--- src/sv/s_expression_tokenizer_core_macros.svh ---
// Assertion macros for the tokenizer
`ifndef S_EXPRESSION_TOKENIZER_CORE_MACROS_SVH
`define S_EXPRESSION_TOKENIZER_CORE_MACROS_SVH

// Check that a condition implies another in the same cycle
`define SXT_ASSERT_IMPL(label, clk, rst_n, a, b) \
  label: assert property (@(posedge clk) disable iff (!rst_n) (a) |-> (b)) \
    else $error("%m: implication failed");

// Check that a condition implies another in the next cycle
`define SXT_ASSERT_NEXT(label, clk, rst_n, a, b) \
  label: assert property (@(posedge clk) disable iff (!rst_n) (a) |=> (b)) \
    else $error("%m: next-cycle implication failed");

`endif

--- src/sv/sxt_pkg.sv ---
`timescale 1ns / 1ps
package sxt_pkg;

  localparam int unsigned FractionDigitsDefault = 9;

  typedef enum logic [14:0] {
    M_IDLE      = 15'h0001,
    M_COMMENT   = 15'h0002,
    M_STR       = 15'h0004,
    M_ESC       = 15'h0008,
    M_HEX1      = 15'h0010,
    M_HEX2      = 15'h0020,
    M_KW_START  = 15'h0040,
    M_SIGN      = 15'h0080,
    M_KW_SIGN   = 15'h0100,
    M_SYM_TRAIL = 15'h0200,
    M_KW_TRAIL  = 15'h0400,
    M_DEC       = 15'h0800,
    M_RADIX     = 15'h1000,
    M_FRAC      = 15'h2000,
    M_ERR       = 15'h4000
  } mode_e;

  localparam logic [3:0] TokOpen    = 4'd0;
  localparam logic [3:0] TokClose   = 4'd1;
  localparam logic [3:0] TokQuote   = 4'd2;
  localparam logic [3:0] TokEnd     = 4'd3;
  localparam logic [3:0] TokInt     = 4'd4;
  localparam logic [3:0] TokFloat   = 4'd5;
  localparam logic [3:0] TokString  = 4'd6;
  localparam logic [3:0] TokSymbol  = 4'd7;
  localparam logic [3:0] TokKeyword = 4'd8;
  localparam logic [3:0] TokError   = 4'd9;

  localparam logic [1:0] ErrNone    = 2'd0;
  localparam logic [1:0] ErrDigit   = 2'd1;
  localparam logic [1:0] ErrQuote   = 2'd2;
  localparam logic [1:0] ErrIdent   = 2'd3;

  localparam logic [7:0] NoDigit = 8'd99;

  // one result: 1+4+8+32+30+4+1+2+20+16 = 118 bits (tlast separate)
  typedef struct packed {
    logic [15:0] col;
    logic [19:0] line;
    logic [1:0]  err;
    logic        neg;
    logic [3:0]  fcnt;
    logic [29:0] fval;
    logic [31:0] ival;
    logic [7:0]  byte_v;
    logic [3:0]  ttype;
    logic        rec;
  } res_t;

  function automatic logic is_digit(input logic [7:0] c);
    return c >= 8'h30 && c <= 8'h39;
  endfunction

  function automatic logic is_alpha(input logic [7:0] c);
    return (c >= 8'h61 && c <= 8'h7a) || (c >= 8'h41 && c <= 8'h5a);
  endfunction

  function automatic logic is_space(input logic [7:0] c);
    return c == 8'h20 || (c >= 8'd9 && c <= 8'd13);
  endfunction

  function automatic logic is_sign(input logic [7:0] c);
    return c == 8'h2b || c == 8'h2d;
  endfunction

  function automatic logic is_sym_alpha(input logic [7:0] c);
    logic r;
    unique case (c)
      8'h21, 8'h23, 8'h24, 8'h25, 8'h26, 8'h2a, 8'h2e, 8'h2f, 8'h3c, 8'h3d,
      8'h3e, 8'h3f, 8'h5b, 8'h5d, 8'h5e, 8'h5f, 8'h7b, 8'h7c, 8'h7d: r = 1'b1;
      default: r = is_alpha(c);
    endcase
    return r;
  endfunction

  function automatic logic is_trail(input logic [7:0] c);
    return is_sym_alpha(c) || is_digit(c) || is_sign(c);
  endfunction

  function automatic logic [7:0] alnum_val(input logic [7:0] c);
    logic [7:0] r;
    if (is_digit(c)) r = c - 8'h30;
    else if (is_alpha(c)) r = (c | 8'h20) - 8'h61 + 8'd10;
    else r = NoDigit;
    return r;
  endfunction

endpackage

--- src/sv/s_expression_tokenizer_core.sv ---
`timescale 1ns / 1ps
// S-expression tokenizer. At most one byte transfer per clock: every input is
// lexed and yields zero, one or two result transfers, which sit in a three-entry
// output queue. A result is queued at the edge that takes its byte and is offered
// once the results ahead of it have gone. Input is taken whenever at most one
// result is waiting, so the rate is one byte per cycle while each byte yields at
// most one result and the output side keeps up; a byte that yields two results
// can hold input off until the output has taken one. A radix digit costs one
// 32x32 multiply-add in the cycle its byte is taken. Input tdata: in_byte; tuser:
// kind (1 = end of input). Results are payload bytes and token records; after an
// error, bytes are dropped until end of input.
`include "s_expression_tokenizer_core_macros.svh"
module s_expression_tokenizer_core #(
  parameter int unsigned FRACTION_DIGITS = sxt_pkg::FractionDigitsDefault
) (
  input  logic         clk_i,
  input  logic         rst_ni,
  input  logic         s_axis_tvalid,
  output logic         s_axis_tready,
  input  logic [7:0]   s_axis_tdata,   // [7:0] in_byte
  input  logic         s_axis_tuser,   // [0] kind
  output logic         m_axis_tvalid,
  input  logic         m_axis_tready,
  // [7:0] out_byte, [39:8] int_value, [69:40] frac_value, [73:70] frac_count,
  // [74] negative, [76:75] error_code, [96:77] line_number,
  // [112:97] column_number, [119:113] zero
  output logic [119:0] m_axis_tdata,
  // [0] record, [4:1] tok_kind
  output logic [4:0]   m_axis_tuser,
  output logic         m_axis_tlast
);
  import sxt_pkg::*;

  mode_e       mode_q, mode_d;
  logic [31:0] acc_q, acc_d, radix_q, radix_d;
  logic [29:0] frac_q, frac_d;
  logic [3:0]  fcnt_q, fcnt_d, hex_q, hex_d;
  logic        neg_q, neg_d;
  logic [19:0] line_q, line_d;
  logic [15:0] col_q, col_d;

  res_t        fifo_q [3];
  logic        flast_q [3];
  logic [1:0]  rd_q, cnt_q;
  logic [1:0]  wr0, wr1;
  logic        pop;

  res_t        r0, r1;
  logic [1:0]  n;
  logic        take;

  function automatic logic [1:0] slot_inc(input logic [1:0] p);
    return (p == 2'd2) ? 2'd0 : p + 2'd1;
  endfunction

  assign s_axis_tready = (cnt_q <= 2'd1);
  assign take = s_axis_tvalid && s_axis_tready;
  assign pop = m_axis_tvalid && m_axis_tready;
  assign wr0 = (cnt_q == 2'd0) ? rd_q : slot_inc(rd_q);
  assign wr1 = slot_inc(wr0);

  function automatic res_t mk(input logic rec, input logic [3:0] t, input logic [7:0] b);
    res_t r;
    r = '0;
    r.rec = rec;
    r.ttype = t;
    r.byte_v = b;
    return r;
  endfunction

  always_comb begin
    logic [7:0]  c, v;
    logic [15:0] bumped;
    logic        fin, disp;
    res_t        fr;
    logic        fhas;
    c = s_axis_tdata;
    v = alnum_val(c);
    bumped = col_q + 16'd1;
    mode_d = mode_q; acc_d = acc_q; radix_d = radix_q; frac_d = frac_q;
    fcnt_d = fcnt_q; hex_d = hex_q; neg_d = neg_q; line_d = line_q; col_d = col_q;
    r0 = '0; r1 = '0; n = 2'd0; fin = 1'b0; disp = 1'b0;
    fr = '0; fhas = 1'b0;
    // pending token record
    unique case (mode_q)
      M_SIGN, M_SYM_TRAIL: begin fr = mk(1'b1, TokSymbol, 8'd0); fhas = 1'b1; end
      M_KW_SIGN, M_KW_TRAIL: begin fr = mk(1'b1, TokKeyword, 8'd0); fhas = 1'b1; end
      M_DEC, M_RADIX: begin
        fr = mk(1'b1, TokInt, 8'd0);
        fr.ival = neg_q ? (32'd0 - acc_q) : acc_q;
        fhas = 1'b1;
      end
      M_FRAC: begin
        fr = mk(1'b1, TokFloat, 8'd0);
        fr.ival = acc_q; fr.fval = frac_q; fr.fcnt = fcnt_q; fr.neg = neg_q;
        fhas = 1'b1;
      end
      default: ;
    endcase
    if (s_axis_tuser) begin
      r0 = mk(1'b1, TokError, 8'd0);
      r0.line = line_q;
      r0.col = col_q;
      unique case (mode_q)
        M_ERR: ;
        M_STR: begin r0.err = ErrQuote; n = 2'd1; end
        M_ESC: begin r0.err = ErrQuote; r0.col = bumped; n = 2'd1; end
        M_HEX1, M_HEX2: begin r0.err = ErrDigit; r0.col = bumped; n = 2'd1; end
        M_KW_START: begin r0.err = ErrIdent; n = 2'd1; end
        default: begin
          if (fhas) begin r0 = fr; r1 = mk(1'b1, TokEnd, 8'd0); n = 2'd2; end
          else begin r0 = mk(1'b1, TokEnd, 8'd0); n = 2'd1; end
        end
      endcase
      mode_d = M_IDLE; acc_d = '0; radix_d = '0; frac_d = '0; fcnt_d = '0;
      hex_d = '0; neg_d = 1'b0; line_d = 20'd1; col_d = '0;
    end else if (mode_q != M_ERR) begin
      if (c == 8'h0a) begin line_d = line_q + 20'd1; col_d = '0; end
      else col_d = bumped;
      r0 = mk(1'b1, TokError, 8'd0);
      r0.line = line_d; r0.col = col_d;
      unique case (mode_q)
        M_COMMENT: if (c == 8'h0a) mode_d = M_IDLE;
        M_STR: begin
          if (c == 8'h22) begin r0 = mk(1'b1, TokString, 8'd0); n = 2'd1; mode_d = M_IDLE; end
          else if (c == 8'h5c) mode_d = M_ESC;
          else begin r0 = mk(1'b0, TokString, c); n = 2'd1; end
        end
        M_ESC: begin
          mode_d = M_STR; n = 2'd1;
          unique case (c)
            8'h61: r0 = mk(1'b0, TokString, 8'h07);
            8'h62: r0 = mk(1'b0, TokString, 8'h08);
            8'h65: r0 = mk(1'b0, TokString, 8'h1b);
            8'h66: r0 = mk(1'b0, TokString, 8'h0c);
            8'h6e: r0 = mk(1'b0, TokString, 8'h0a);
            8'h72: r0 = mk(1'b0, TokString, 8'h0d);
            8'h74: r0 = mk(1'b0, TokString, 8'h09);
            8'h76: r0 = mk(1'b0, TokString, 8'h0b);
            8'h78: begin mode_d = M_HEX1; n = 2'd0; end
            default: r0 = mk(1'b0, TokString, c);
          endcase
        end
        M_HEX1: begin
          if (v < 8'd16) begin hex_d = v[3:0]; mode_d = M_HEX2; end
          else begin r0.err = ErrDigit; n = 2'd1; mode_d = M_ERR; end
        end
        M_HEX2: begin
          if (v < 8'd16) begin r0 = mk(1'b0, TokString, {hex_q, v[3:0]}); n = 2'd1;
            mode_d = M_STR; end
          else begin r0.err = ErrDigit; n = 2'd1; mode_d = M_ERR; end
        end
        M_KW_START: begin
          if (is_sign(c)) begin r0 = mk(1'b0, TokKeyword, c); n = 2'd1; mode_d = M_KW_SIGN; end
          else if (is_sym_alpha(c)) begin r0 = mk(1'b0, TokKeyword, c); n = 2'd1;
            mode_d = M_KW_TRAIL; end
          else begin r0.err = ErrIdent; r0.line = line_q; r0.col = col_q; n = 2'd1;
            mode_d = M_ERR; end
        end
        M_SIGN: begin
          if (is_digit(c)) begin acc_d = {24'd0, c - 8'h30}; mode_d = M_DEC; end
          else if (is_sign(c) || is_sym_alpha(c)) begin r0 = mk(1'b0, TokSymbol, c);
            n = 2'd1; mode_d = M_SYM_TRAIL; end
          else fin = 1'b1;
        end
        M_KW_SIGN: begin
          if (is_sign(c) || is_sym_alpha(c)) begin r0 = mk(1'b0, TokKeyword, c);
            n = 2'd1; mode_d = M_KW_TRAIL; end
          else fin = 1'b1;
        end
        M_SYM_TRAIL: begin
          if (is_trail(c)) begin r0 = mk(1'b0, TokSymbol, c); n = 2'd1; end
          else fin = 1'b1;
        end
        M_KW_TRAIL: begin
          if (is_trail(c)) begin r0 = mk(1'b0, TokKeyword, c); n = 2'd1; end
          else fin = 1'b1;
        end
        M_DEC: begin
          if (is_digit(c)) acc_d = acc_q * 32'd10 + {24'd0, c - 8'h30};
          else if (c == 8'h78) begin
            radix_d = (acc_q != '0) ? acc_q : 32'd16; acc_d = '0; mode_d = M_RADIX;
          end else if (c == 8'h2e) begin
            frac_d = '0; fcnt_d = '0; mode_d = M_FRAC;
          end else fin = 1'b1;
        end
        M_RADIX: begin
          if (v == NoDigit) fin = 1'b1;
          else if (!radix_q[31] && ({24'd0, v} < radix_q))
            acc_d = acc_q * radix_q + {24'd0, v};
          else begin r0.err = ErrDigit; n = 2'd1; mode_d = M_ERR; end
        end
        M_FRAC: begin
          if (is_digit(c)) begin
            if (fcnt_q < 4'(FRACTION_DIGITS)) begin
              frac_d = 30'(frac_q * 30'd10 + {22'd0, c - 8'h30});
              fcnt_d = fcnt_q + 4'd1;
            end
          end else fin = 1'b1;
        end
        default: disp = 1'b1;
      endcase
      if (fin) disp = 1'b1;
      if (disp) begin
        res_t d;
        logic dh;
        d = mk(1'b1, TokError, 8'd0); d.err = ErrIdent; d.line = line_q; d.col = col_q;
        dh = 1'b1;
        mode_d = M_IDLE; neg_d = 1'b0; acc_d = '0;
        if (is_space(c)) dh = 1'b0;
        else if (c == 8'h28) d = mk(1'b1, TokOpen, 8'd0);
        else if (c == 8'h29) d = mk(1'b1, TokClose, 8'd0);
        else if (c == 8'h27) d = mk(1'b1, TokQuote, 8'd0);
        else if (c == 8'h3b) begin dh = 1'b0; mode_d = M_COMMENT; end
        else if (c == 8'h22) begin dh = 1'b0; mode_d = M_STR; end
        else if (c == 8'h3a) begin dh = 1'b0; mode_d = M_KW_START; end
        else if (is_sign(c)) begin d = mk(1'b0, TokSymbol, c); neg_d = (c == 8'h2d);
          mode_d = M_SIGN; end
        else if (is_digit(c)) begin dh = 1'b0; acc_d = {24'd0, c - 8'h30}; mode_d = M_DEC; end
        else if (is_sym_alpha(c)) begin d = mk(1'b0, TokSymbol, c); mode_d = M_SYM_TRAIL; end
        else mode_d = M_ERR;
        if (fin && fhas) begin
          r0 = fr; r1 = d; n = dh ? 2'd2 : 2'd1;
        end else begin
          r0 = d; n = dh ? 2'd1 : 2'd0;
        end
      end
    end
  end

  always_ff @(posedge clk_i or negedge rst_ni) begin
    if (!rst_ni) begin
      mode_q <= M_IDLE; acc_q <= '0; radix_q <= '0; frac_q <= '0; fcnt_q <= '0;
      hex_q <= '0; neg_q <= 1'b0; line_q <= 20'd1; col_q <= '0;
    end else if (take) begin
      mode_q <= mode_d; acc_q <= acc_d; radix_q <= radix_d; frac_q <= frac_d;
      fcnt_q <= fcnt_d; hex_q <= hex_d; neg_q <= neg_d; line_q <= line_d; col_q <= col_d;
    end
  end

  // three-entry result ring, input taken while at most one result waits
  always_ff @(posedge clk_i or negedge rst_ni) begin
    if (!rst_ni) begin
      cnt_q <= '0; rd_q <= '0;
    end else begin
      cnt_q <= cnt_q + (take ? n : 2'd0) - (pop ? 2'd1 : 2'd0);
      if (pop) rd_q <= slot_inc(rd_q);
    end
  end

  always_ff @(posedge clk_i) begin
    if (take) begin
      fifo_q[wr0] <= r0; flast_q[wr0] <= (n == 2'd1);
      fifo_q[wr1] <= r1; flast_q[wr1] <= 1'b1;
    end
  end

  res_t ro;
  assign ro = fifo_q[rd_q];
  assign m_axis_tvalid = (cnt_q != 2'd0);
  assign m_axis_tlast  = flast_q[rd_q];
  assign m_axis_tuser  = {ro.ttype, ro.rec};
  assign m_axis_tdata  = {7'd0, ro.col, ro.line, ro.err, ro.neg, ro.fcnt, ro.fval,
                          ro.ival, ro.byte_v};

  `SXT_ASSERT_NEXT(a_out_hold, clk_i, rst_ni, m_axis_tvalid && !m_axis_tready,
                   m_axis_tvalid && $stable(m_axis_tdata))
  `SXT_ASSERT_IMPL(a_err_drop, clk_i, rst_ni, take && mode_q == M_ERR && !s_axis_tuser,
                   n == 2'd0)
  `SXT_ASSERT_IMPL(a_last_known, clk_i, rst_ni, m_axis_tvalid, !$isunknown(m_axis_tlast))
endmodule

--- config.mk ---
export PLATFORM = sky130hd
export DESIGN_NAME = s_expression_tokenizer_core
export DESIGN_NICKNAME = d
export VERILOG_FILES = /design/src/sv/sxt_pkg.sv /design/src/sv/s_expression_tokenizer_core.sv
export VERILOG_INCLUDE_DIRS = /design/src /design/src/sv
export SDC_FILE = /design/constraint.sdc
export NUM_CORES = 2
export LEC_CHECK = 0
export ABC_AREA = 1
export BUFFER_PORTS_ARGS = -buffer_cell sky130_fd_sc_hd__buf_2
export CORE_ASPECT_RATIO = 0.5
export CORE_MARGIN = 5
export CORE_UTILIZATION = 65
export DETAILED_ROUTE_END_ITERATION = 12
export GPL_TIMING_DRIVEN = 0
export PLACE_DENSITY = 0.94
export SYNTH_ARGS = -nofsm -noshare
export SYNTH_HDL_FRONTEND = slang
export SYNTH_SLANG_ARGS = --single-unit
export TNS_END_PERCENT = 50
--- constraint.sdc ---
create_clock -name clk_i -period 8.7 [get_ports clk_i]
set_input_delay 1.305 -clock clk_i [delete_from_list [all_inputs] [get_ports clk_i]]
set_output_delay 1.305 -clock clk_i [all_outputs]
set_load 0.02 [all_outputs]
### Word level (Yosys, flattened, before mapping)

Memories as Yosys holds them, arrays and structs flattened.
Cells that the tools add are included.

| word-level totals | value |
|---|---|
| bits in registers | 158 |
| RAM bits | 357 |
| input port bits | 13 |
| output and inout bits | 128 |
| word-level logic and storage cells | 388 |
| memories | 2 |

| cells by class | value |
|---|---|
| $add $sub $neg | 14 |
| multiply operators | 3 |
| order comparisons | 12 |
| eq/ne operators | 75 |
| muxes and demuxes | 221 |
| reductions and logical operators | 50 |

Memories:

| memory | words | bits a word | read ports | clocked after Yosys merged registers in | write ports | line | RTL |
|---|---|---|---|---|---|---|---|
| fifo_q | 3 | 118 | 1 | 0 | 2 | s_expression_tokenizer_core.sv:42 | `res_t fifo_q [3];` |
| flast_q | 3 | 1 | 1 | 0 | 2 | s_expression_tokenizer_core.sv:43 | `logic flast_q [3];` |

Operators with widths:

| operator | number |
|---|---|
| $mux 118 | 27 |
| $pmux 118 s9 | 1 |
| $pmux 80 s8 | 1 |
| $mux 32 | 15 |
| $mux 15 | 28 |
| $pmux 80 s4 | 1 |
| $pmux 36 s8 | 1 |
| $mux 30 | 7 |
| $eq 8x6->1 const B | 21 |
| $pmux 15 s10 | 1 |
| $eq 8x7->1 const B | 18 |
| $pmux 32 s3 | 1 |
| $mux 8 | 11 |
| $mux 1 | 83 |
| $mux 20 | 4 |
| $mux 80 | 1 |
| $add 32x8->32 | 2 |
| $pmux 30 s2 | 1 |
| $mux 16 | 3 |
| $mux 4 | 11 |
| $mux 38 | 1 |
| $mux 36 | 1 |
| $lt 8x32->1 | 1 |
| $mul 32x3->31 const B | 1 |
| other kinds (78) | 133 |

### Longest topological paths before layout

| logic depth | value |
|---|---|
| depth after elaboration | 34 |
| gate-level depth with buffers | 41 |
| gate-level depth less buffers | 40 |

### Least setup slack after synthesis

No wires, ideal clock.

| timing | value |
|---|---|
| kind | input port to flip-flop |
| start | input port s_axis_tdata[7] |
| end | register acc_q[18] |
| setup time | 0.123 ns |
| data arrival time | 7.500 ns |
| data required time | 8.577 ns |
| slack | 1.077 ns |
| stages on the path | 36 |
| path buffers | 1 |
| path through | clkinv_1 > ha_1 > nand2_1 > nand2_1 > nor2_1 > nand2_1 > nand2_2 > buf_6 > nand2_1 > o21ai_0 > nand2_1 > fa_1 > fa_1 > inv_1 > fa_1 > ha_1 > ha_1 > ha_1 > inv_1 > fa_1 > fa_1 > inv_1 > ha_1 > a21oi_1 > o21ai_0 > a21oi_1 > nor3_1 > nor2_1 > o21ai_0 > a21oi_1 > inv_1 > or2_2 > nand3_1 > o21ai_0 > nand2_1 > o21ai_1 |

| between the ends | value |
|---|---|
| word-level cells in the longest chain between the ends | 20 |
| elaborated cells between the ends (all ways) | 93 |
| classes of those cells | add/sub: 5; order compare: 7; eq/ne: 27; mux: 39; reduce/logical: 15 |

RTL lines:

| what | line | RTL |
|---|---|---|
| start: declaration | s_expression_tokenizer_core.sv:20 | `input logic [7:0] s_axis_tdata,` |
| parallel branches: the longest is 20 deep, another holds $add 32x8->32 | -- |  |
| end signal: assignment | s_expression_tokenizer_core.sv:233 | `mode_q <= M_IDLE; acc_q <= '0; radix_q <= '0; frac_q <= '0; fcnt_q <= '0;` |
| end signal: assignment | s_expression_tokenizer_core.sv:236 | `mode_q <= mode_d; acc_q <= acc_d; radix_q <= radix_d; frac_q <= frac_d;` |
| end: declaration | s_expression_tokenizer_core.sv:35 | `logic [31:0] acc_q, acc_d, radix_q, radix_d;` |

Several ways; the timed one is not identified. The select of a mux whose other input is x is not followed.
A chain may end at the register's enable or synchronous reset.

### Worst setup path in the final report

| timing | value |
|---|---|
| start | register radix_q[4] |
| end | register acc_q[31] |

| between the ends | value |
|---|---|
| word-level cells in the longest chain between the ends | 8 |
| elaborated cells between the ends (all ways) | 12 |
| classes of those cells | add/sub: 1; mul: 1; order compare: 1; eq/ne: 1; mux: 6; reduce/logical: 2 |

RTL lines:

| what | line | RTL |
|---|---|---|
| start: declaration | s_expression_tokenizer_core.sv:35 |  |
| start signal: assignment | s_expression_tokenizer_core.sv:233 |  |
| start signal: assignment | s_expression_tokenizer_core.sv:236 |  |
| $mul 32x32->32 | s_expression_tokenizer_core.sv:190 | `acc_d = acc_q * radix_q + {24'd0, v};` |
| $add 32x8->32 | s_expression_tokenizer_core.sv:190 |  |
| $mux 32 | s_expression_tokenizer_core.sv:189 | `else if (!radix_q[31] && ({24'd0, v} < radix_q))` |
| $mux 32 | s_expression_tokenizer_core.sv:188 | `if (v == NoDigit) fin = 1'b1;` |
| $pmux 32 s3 | s_expression_tokenizer_core.sv:122 | `unique case (mode_q)` |
| $mux 32 | s_expression_tokenizer_core.sv:204 | `if (disp) begin` |
| $mux 32 | s_expression_tokenizer_core.sv:117 | `end else if (mode_q != M_ERR) begin` |
| $mux 32 | s_expression_tokenizer_core.sv:100 | `if (s_axis_tuser) begin` |

Parallel ways exist; a longest one is shown, timed or not. The select of a mux whose other input is x is not followed.

==> results_dict.tcl <==
set metrics [dict create \
    drt-total-wl_mm 180 \
    rsz0062_at_grt "yes" \
    p_per_area_nw_per_um2 174 \
    ctsHtreeMaxLevel 2 \
    vias 50500 \
    slew_violations 0 \
    muxShareOfSynthArea 0 \
    netlist.area_leader.share 0.167 \
    finClkSkew_ns 0.0489 \
    die_area_um2 83500 \
    design.core.area_um2 77000 \
    postRouteAntennaNets 0 \
    synthTopCellsByArea "fa_1 (17%), nand2_1 (14%), edfxtp_1 (9.1%)" \
    grt_max_degree 87 \
    cp_common_cell "nand2_1" \
    synth_top_family_by_area "simple AND/OR/NAND/NOR gates" \
    cp-start-kind "flip-flop" \
    start_util 0.654 \
    grt-ovfl-total 0 \
    critPathTopFamily "adder cells" \
    place_area_um2 52500 \
    final.period_utilization 0.973 \
    place_ws_ns -0.382 \
    peakVddDrop_mv 0.164 \
    max_stage_delay_ns 0.59 \
    synthAdderAreaFrac 0.240 \
    ys.flop_type "dfxtp_1" \
    clkSlewWorstSetupHoldPaths_ns 0.06 \
    worstPathArrival_ns 9.03 \
    finalSetupTns_ns 0 \
    yosysUniqueCellTypes 74 \
    finalHoldViolations 0 \
    area_growth_pct 7.87 \
    clock_path_buffers 3 \
    synth_most_common_cell "nand2_1" \
    ioPinCount 141 \
    cts_tree "yes" \
    grt_pass1_wl_mm 274 \
    ys_async_sr_fraction 0.307 \
    slew_headroom 0.230 \
    ys_ff_latch 515 \
    cap_viol_max_count 0 \
    std_cell_rows 72 \
    slowest_stage "fa_1" \
    avgSynthCellArea_um2 7.40 \
    crit_type "flip-flop to flip-flop" \
    synth-compound-area-share 0.121 \
    drc 0 \
    nNetsFinal 7730 \
    synth_seq_area_share 0.251 \
    cts_inserted_buffers 51 \
    first_pass_iters 9 \
    min_path_type "flip-flop to flip-flop" \
    max_slew.worst_pin.slew_ns 1.15 \
    required_ns 9.27 \
    synth-edff-count 153 \
    final-setup-viol-count 0 \
    crit_fanout 10 \
    clk_latency_ns 0.64 \
    drt_iter0_markers 7576 \
    synthCells 6807 \
    synth_common_cells "nand2_1 (1917), inv_1 (1140), fa_1 (419)" \
    end_kind "flip-flop" \
    max_freq_mhz 118 \
    root_buffer "clkbuf_16" \
    wl_per_cell_um 22.2 \
    port_buffers 133 \
    cp_num_buf_inv 8 \
    min_period_ns 8.47 \
    cellLeakagePower_nw 26.3 \
    synthSimpleGateAreaFrac 0.246 \
    die_height_um 207 \
    drive_above_1_share 0.0732 \
    grt_usage 0.425 \
    synthesis.area_um2 50300 \
    final_core_util 0.705 \
    hpwl_mm 137 \
    setup_slack_ns 0.234 \
    antenna_found_initial 12 \
    yosysWarnings 0 \
    place.gp.congestion 1.04 \
    fin_area_um2 54300 \
    yosysTopAreaCell "fa_1" \
    die_w_um 404 \
    outcome "finished, final reports clean" \
    synth_xor_area_frac 0.0261 \
    power.total_mw 9.44 \
    cts.sinks 515 \
    grt_pass1_vias 48700 \
    vias_per_cell 6.24 \
]
==> per-layer routing <==
metal	up-vias	track usage	routed length, µm
met5	-	0	35
met4	6	0.297	16100
met3	1054	0.125	25500
met2	4092	0.640	74900
met1	23300	0.531	63400
li1	22100	-	-
==> layout make-up <==
cell class / instances / area, µm²
inverters: 1174 / 4420
diodes: 9 / 22.5
repair buffers: 143 / 821
fillers: 6111 / 22700
well taps: 1036 / 1300
clock inverters: 30 / 312
plain buffers: 327 / 1490
clock buffers: 65 / 1420
multi-input cells: 4791 / 31900
flip-flops and latches: 515 / 12600
==> sequential cells by signal (all words and copies together) (netlist names) <==
signal   count
acc_q       32
cnt_q        2
col_q       16
fcnt_q       4
fifo_q     354
flast_q      3
frac_q      30
hex_q        4
line_q      20
mode_q      15
neg_q        1
radix_q     32
rd_q         2
==> worst paths after layout <==
| kind | cells past startpoint | to | slack, ns | from |
|---|---|---|---|---|
| max reg2reg | 31 | acc_q[31] | 0.23 | radix_q[4] |
| max | 31 | acc_q[31] | 0.23 | radix_q[4] |
| min | 2 | fifo_q[0][69] | 0.46 | fifo_q[0][69] |
| min reg2reg | 2 | fifo_q[0][69] | 0.46 | fifo_q[0][69] |
| max in group asynchronous | 2 | acc_q[14] | 7.08 | rst_ni |
| min in group asynchronous | 1 | frac_q[17] | 0.65 | rst_ni |
==> worst register-to-register path: cells and delay by family, from the launching register on <==
family,cells,cell delay [ns]
AND/OR/NAND/NOR,13,1.69
buffers and inverters,8,1.33
adder cells (fa/ha/maj),9,4.61
AO/OA/AOI/OAI,1,0.39
flip-flops,1,0.36
==> report_power, final <==
| group | internal (mW) | switching [mW] |
|---|---|---|
| registers | 2.84 | 0.111 |
| logic | 0.885 | 3.27 |
| clock network | 1.29 | 1.05 |
==> cell families after synthesis <==
| kind of cell | Yosys count |
|---|---|
| AND/OR/NAND/NOR | 2888 |
| buffers and inverters | 1507 |
| AO/OA/AOI/OAI | 1032 |
| adder cells (fa/ha/maj) | 714 |
| flip-flops | 515 |
| XOR/XNOR | 150 |
| other | 1 |
==> cells in the final DEF (no fill, tap or decap), types with 14 or more instances in the layout <==
| cell type | netlist | final |
|---|---|---|
| buf_1 | 38 | 28 |
| buf_2 | 31 | 165 |
| clkbuf_1 | 236 | 204 |
| nand3_1 | 394 | 394 |
| or2_2 | 25 | 25 |
| edfxtp_1 | 153 | 153 |
| dfxtp_1 | 204 | 204 |
| o221ai_1 | 14 | 14 |
| o22ai_2 | 18 | 18 |
| buf_4 | 17 | 22 |
| nand2_1 | 1917 | 1916 |
| o21ai_1 | 133 | 135 |
| inv_2 | 27 | 28 |
| xnor2_1 | 45 | 45 |
| o21ai_0 | 346 | 344 |
| o211ai_1 | 28 | 28 |
| a21oi_1 | 185 | 185 |
| nand3_4 | 21 | 21 |
| clkbuf_16 | 0 | 54 |
| nor2_1 | 295 | 295 |
| nor3_1 | 85 | 85 |
| a22oi_1 | 56 | 56 |
| dfrtp_1 | 156 | 156 |
| nor2_2 | 15 | 15 |
| ha_1 | 295 | 295 |
| xor2_1 | 105 | 105 |
| nor4_1 | 23 | 22 |
| fa_1 | 419 | 419 |
| clkbuf_2 | 1 | 40 |
| o22ai_1 | 151 | 151 |
| inv_1 | 1140 | 1137 |
| o21ai_2 | 21 | 21 |
| nand4_1 | 51 | 51 |
==> timing repair <==
item | in CTS | in global routing
setup buffers | 0 | 5
endpoints found under the setup margin | 6 | 15
hold buffers | 0 | 0
gates resized for setup | 5 | 93
==> per-stage QoR <==
step | cells | hold WS (ns)
floorplan | 6813 | 0.426
detailed placement | 7987 | 0.443
global placement | 7982 | 0.437
finish | 8090 | 0.456
global route | 8087 | 0.475
CTS | 8082 | 0.456
No activity file was read; power rests on OpenSTA's default activity.
